<file path="config.mk">
export PLATFORM = sky130hd
export DESIGN_NAME = brb_ctrl
export DESIGN_NICKNAME = d
export VERILOG_FILES = /design/src/hdl/brb_pkg.sv /design/src/hdl/brb_ctrl.sv
export SDC_FILE = /design/constraint.sdc
export NUM_CORES = 1
export LEC_CHECK = 0
export BUFFER_PORTS_ARGS = -buffer_cell sky130_fd_sc_hd__buf_4
export CELL_PAD_IN_SITES_DETAIL_PLACEMENT = 0
export CELL_PAD_IN_SITES_GLOBAL_PLACEMENT = 1
export CORE_AREA = 2 2 39 41
export DETAILED_ROUTE_END_ITERATION = 12
export DIE_AREA = 0 0 41 43
export PLACE_DENSITY_LB_ADDON = 0.08
export SETUP_SLACK_MARGIN = 0.3
export SYNTH_ARGS = -nofsm -noshare
export SYNTH_HDL_FRONTEND = slang
export SYNTH_SLANG_ARGS = --single-unit
</file>
<file path="constraint.sdc">
create_clock -name clock -period 2 [get_ports clock]
set_input_delay 0.3 -clock clock [delete_from_list [all_inputs] [get_ports clock]]
set_output_delay 0.3 -clock clock [all_outputs]
set_load 0.01 [all_outputs]
</file>
<file path="src/hdl/brb_pkg.sv">
package brb_pkg;

   // fixed field widths
   localparam int CNT_W    = 13;
   localparam int OPCODE_W = 2;
   localparam int DATA_W   = 8;
   localparam int LEN_W    = 7;
   localparam int OFF_W    = 12;

   // parameter defaults
   localparam int DEPTH_DEFAULT     = 4096;
   localparam int MAX_BURST_DEFAULT = 64;

   // opcodes
   localparam logic [OPCODE_W-1:0] OP_WRITE = 2'd0;
   localparam logic [OPCODE_W-1:0] OP_READ  = 2'd1;
   localparam logic [OPCODE_W-1:0] OP_PEEK  = 2'd2;

   // controller states
   typedef enum logic [2:0] {
      ST_IDLE   = 3'b001,
      ST_DECODE = 3'b010,
      ST_BURST  = 3'b100
   } state_type;

   // controller to datapath
   typedef struct packed {
      logic load;     // capture request word
      logic decode;   // size the item, do a byte write
      logic burst;    // issue one byte of a burst
   } cmd_type;

   // datapath to controller
   typedef struct packed {
      logic dec_empty;   // item gives a single empty result
      logic burst_done;  // this is the final byte of the burst
   } status_type;

endpackage

</file>
<file path="src/hdl/brb_ctrl.sv">
module brb_ctrl
   import brb_pkg::*;
(
   input  logic       clock,
   input  logic       reset,
   input  logic       start,
   input  status_type status,
   output cmd_type    cmd,
   output logic       busy
);

   state_type state_ff, state_in;

   // next state
   always_comb begin
      state_in = state_ff;
      unique case (state_ff)
         ST_IDLE: begin
            if (start) state_in = ST_DECODE;
         end
         ST_DECODE: begin
            state_in = status.dec_empty ? ST_IDLE : ST_BURST;
         end
         ST_BURST: begin
            if (status.burst_done) state_in = ST_IDLE;
         end
         default: state_in = ST_IDLE;
      endcase
   end

   always_ff @(posedge clock) begin
      if (reset) state_ff <= ST_IDLE;
      else       state_ff <= state_in;
   end

   // commands
   assign busy       = (state_ff != ST_IDLE);
   assign cmd.load   = (state_ff == ST_IDLE) && start;
   assign cmd.decode = (state_ff == ST_DECODE);
   assign cmd.burst  = (state_ff == ST_BURST);

endmodule

</file>
== After elaboration in Yosys (flattened, before gate mapping) ==
Cells that the tools add are included.
Storage, ports and cells
  register bits after elaboration: 3
  bits in latches: 0
  RAM bits: 0
  bits in read-only memories: 0
  input bits: 5
  output and inout port bits: 4
  word-level logic and storage cells: 13
  memories: 0
Cells by class
  add/subtract/negate cells: 0
  multiply operators: 0
  div/mod/pow operators: 0
  order comparisons: 0
  eq/ne operators: 6
  shift-type cells: 0
  muxes and demuxes: 4
  bitwise gates (word level): 0
  reductions and logical operators: 2
Operator list (number)
  2-to-1 mux 3 bit: 3
  one-hot mux 3 bit (3 select lines): 1
  inequality test 2 bit, second input constant: 2
  == test 3 x 1 -> 1 bit, second input constant: 1
  == test 3 x 2 -> 1 bit, second input constant: 1
  == test 3 bit, second input constant: 1
  inequality test 3 x 1 -> 1 bit, second input constant: 1
  AND reduction 2 bit: 1
  logical AND 1 bit: 1

== Depth between registers and ports, before layout ==
  word-level depth: 3
  gate-level depth with buffers: 2
  depth with buffers taken out: 2

== Worst setup path before layout ==
OpenSTA, ideal clock, no wires.
  path kind: flip-flop to flip-flop
  start: register state_ff[2]
  end: register state_ff[0]
  library setup time: 0.115 ns
  arrival: 1.041 ns
  required time: 1.885 ns
  path slack: 0.844 ns
  cell stages (with the launch flop): 3
  buffers on the path: 0
  clock period less this slack: 1.156 ns
  path through: dfxtp_1 or4b_1 a31o_1
On the way
  longest elaborated chain between the ends: 3
  elaborated cells between the ends (all ways): 7
  those cells by class: eq/ne (5); mux (1); reduce/logical (1)
Ends and longest elaborated chain
  from (decl): line brb_ctrl.sv:12  | state_type state_ff, state_in;
  from (signal assigned): line brb_ctrl.sv:33  | else state_ff <= state_in;
  == test 3 bit / == test 3 x 1 -> 1 bit (equally long branches): line brb_ctrl.sv:17  | unique case (state_ff)
  inequality test 2 bit (no source line)
  AND reduction 2 bit (no source line)
Parallel ways exist; a longest one is shown, timed or not.
A chain may end at the register's enable or synchronous reset.

==> results.json <==
{
  "synth_area_leader_cell": "dfxtp_1",
  "antenna_found_initial": 0,
  "cp_top_family": "flip-flops",
  "cts_root_buf": "clkbuf_4",
  "met3WireLength_um": 17,
  "grt.total_usage": 0.0631,
  "grt_pass1_wl_um": 655,
  "die_h_um": 43,
  "path_class": "flip-flop to output pin",
  "wl_met1_um": 171,
  "cts-resized-gates": 0,
  "gp_congestion": 0.574,
  "drtIter0Drc": 2,
  "syn2layout_area_growth_pct": 68.5,
  "die_area_um2": 1760,
  "switching_power_mw": 0.0469,
  "rsz0062_at_grt": "no",
  "ir_worst_vdd_uv": 122,
  "switching_share": 0.235,
  "synth_cell_types": 10,
  "htreeDepth": 1,
  "drive_above_1_share": 0.393,
  "worstPathArrival_ns": 1.06,
  "fin_tns_setup_ns": 0,
  "wl_met2_um": 252,
  "vias": 166,
  "core_area_um2": 1380,
  "drc_errors": 0,
  "top_layer": "met3",
  "worst_pin_slew_ns": 0.240,
  "p_int_mw": 0.153,
  "cp-start-kind": "flip-flop",
  "first_pass_iters": 2,
  "post_cts_buffers": 0,
  "fp.dieW_um": 41,
  "grt_pass1_vias": 165,
  "drv_slew": 0,
  "finalHoldViolCount": 0,
  "hold_buffers": 0,
  "fmax_mhz": 737,
  "hold_path_class": "primary input to flip-flop",
  "insertion_delay_ns": 0.23,
  "avgSynthCellArea_um2": 9.70,
  "post-route-period-util": 0.678,
  "synth-seq-area-share": 0.387,
  "report.final.setup_viol": 0,
  "num_io_pins": 9,
  "syn_area_um2": 155,
  "routed_via_density": 3.77,
  "ys_ff_latch": 3,
  "cts_tree": "done",
  "cts_buffers": 3,
  "end_kind": "output pin",
  "combPwrFrac": 0.121,
  "nets": 34,
  "holdWs_ns": 0.242,
  "portBuffers": 8,
  "status": "finished clean",
  "seqPwrFrac": 0.341,
  "path_max_fanout": 7,
  "postRouteAntennaNets": 0,
  "syn_nets": 21,
  "critical_path.max_stage_delay_ns": 0.44,
  "clock_path_buffers": 2,
  "n_antenna_cell": 0,
  "nFillCells": 160,
  "seq_area_um2": 60.1,
  "multi_input_area_um2": 91.3,
  "syn_inst": 16,
  "rows": 14,
  "regMostFlops": "state_ff",
  "clk_pin_slew_ns": 0.04,
  "slew_headroom": 0.840,
  "fin_worst_skew_ns": 0.00549,
  "crit_path_cell_trace": "nand4bb_1, inv_1, buf_4",
  "p_clk_frac": 0.538,
  "critical_path_buf_inv_count": 2,
  "ys_warn_count": 0,
  "grt_max_degree": 9,
  "post_drt_wl_per_cell_um": 10.0,
  "cts.sinks": 3,
  "largest_register_ffs": 3,
  "ys_top_cells_by_area": "dfxtp_1 (39%), or4b_1 (13%), or3b_1 (11%)",
  "drt_wl_total_um": 442,
  "reg_top3": "state_ff: 3 flops",
  "p_per_area_nw_per_um2": 764,
  "start_util": 0.112,
  "p_leak_nw": 0.107,
  "grt_overflow": 0,
  "finalWorstPathRequiredPeriod_ns": 1.36,
  "cap_violations": 0,
  "cp.required_ns": 1.70,
  "synth_top_area_share": 0.387,
  "cp_slowest_cell": "dfxtp_1"
}
[metal layers]
metal  up-vias  GRT usage
met5         -          0
met4         0      0.100
met3         0     0.0157
met2         5     0.0813
met1        77     0.0605
li1         84          -
[cell usage after synthesis]
master / number
nor3b_1: 2
dfxtp_1: 3
nor2_1: 2
a31o_1: 1
or4b_1: 2
a211oi_1: 1
inv_1: 1
nand2_1: 1
or3b_1: 2
nand4bb_1: 1
[power by group through the flow]
stage | Sequential [mW] | Clock [mW] | Combinational, mW
after floorplan | 0.0673 | 0 | 0.0102
after global placement | 0.0693 | 0 | 0.0249
after detailed placement | 0.0693 | 0 | 0.0249
after CTS | 0.0684 | 0.116 | 0.0251
after global routing | 0.0687 | 0.124 | 0.0261
final | 0.0681 | 0.108 | 0.0243
[worst register-to-register path, cell delays in order, from the launching register on]
cell and delay (ns):
dfxtp_1 0.35, or4b_1 0.53, a31o_1 0.23
[cell families (layout without fill, tap and decap cells)]
kind of cell / Yosys count / count (layout) / share of synthesized area
buffers and inverters: 1 / 13 / 0.0242
and+or+nand+nor: 10 / 10 / 0.484
AOI/OAI and AO/OA: 2 / 2 / 0.105
DFF: 3 / 3 / 0.387
[cell type report]
type | count | share of cell area
clock buffers | 4 | 0.100
flip-flops and latches | 3 | 0.230
multi-input cells | 12 | 0.349
well taps | 16 | 0.0766
inverters | 1 | 0.0144
repair buffers | 8 | 0.230
[worst paths after layout]
kind	start	endpoint	slack [ns]	cells past startpoint
worst min register to register	state_ff[0]	state_ff[2]	0.56	1
worst min-delay path	reset	state_ff[1]	0.24	2
worst max register to register	state_ff[2]	state_ff[0]	0.77	2
worst max-delay path	state_ff[0]	cmd[2]	0.64	3
[stage by stage]
step                 util  instance area (µm²)  setup WS (ns)  power (mW)  instances
finish              0.189                  262          0.644       0.200         44
global route        0.189                  262          0.556       0.219         44
CTS                 0.189                  262          0.601       0.209         44
detailed placement  0.170                  235          0.772      0.0942         40
global placement    0.170                  235          0.754      0.0942         40
floorplan               -                  155          0.844      0.0775         16
[placed cells by master (no fill, tap or decap), drive strengths merged]
cell type  instances
dfxtp              3
a211oi             1
nor2               2
or3b               2
clkbuf             4
a31o               1
nor3b              2
buf                8
nand2              1
nand4bb            1
inv                1
or4b               2
Note: power is estimated with default switching activity, not from simulation.
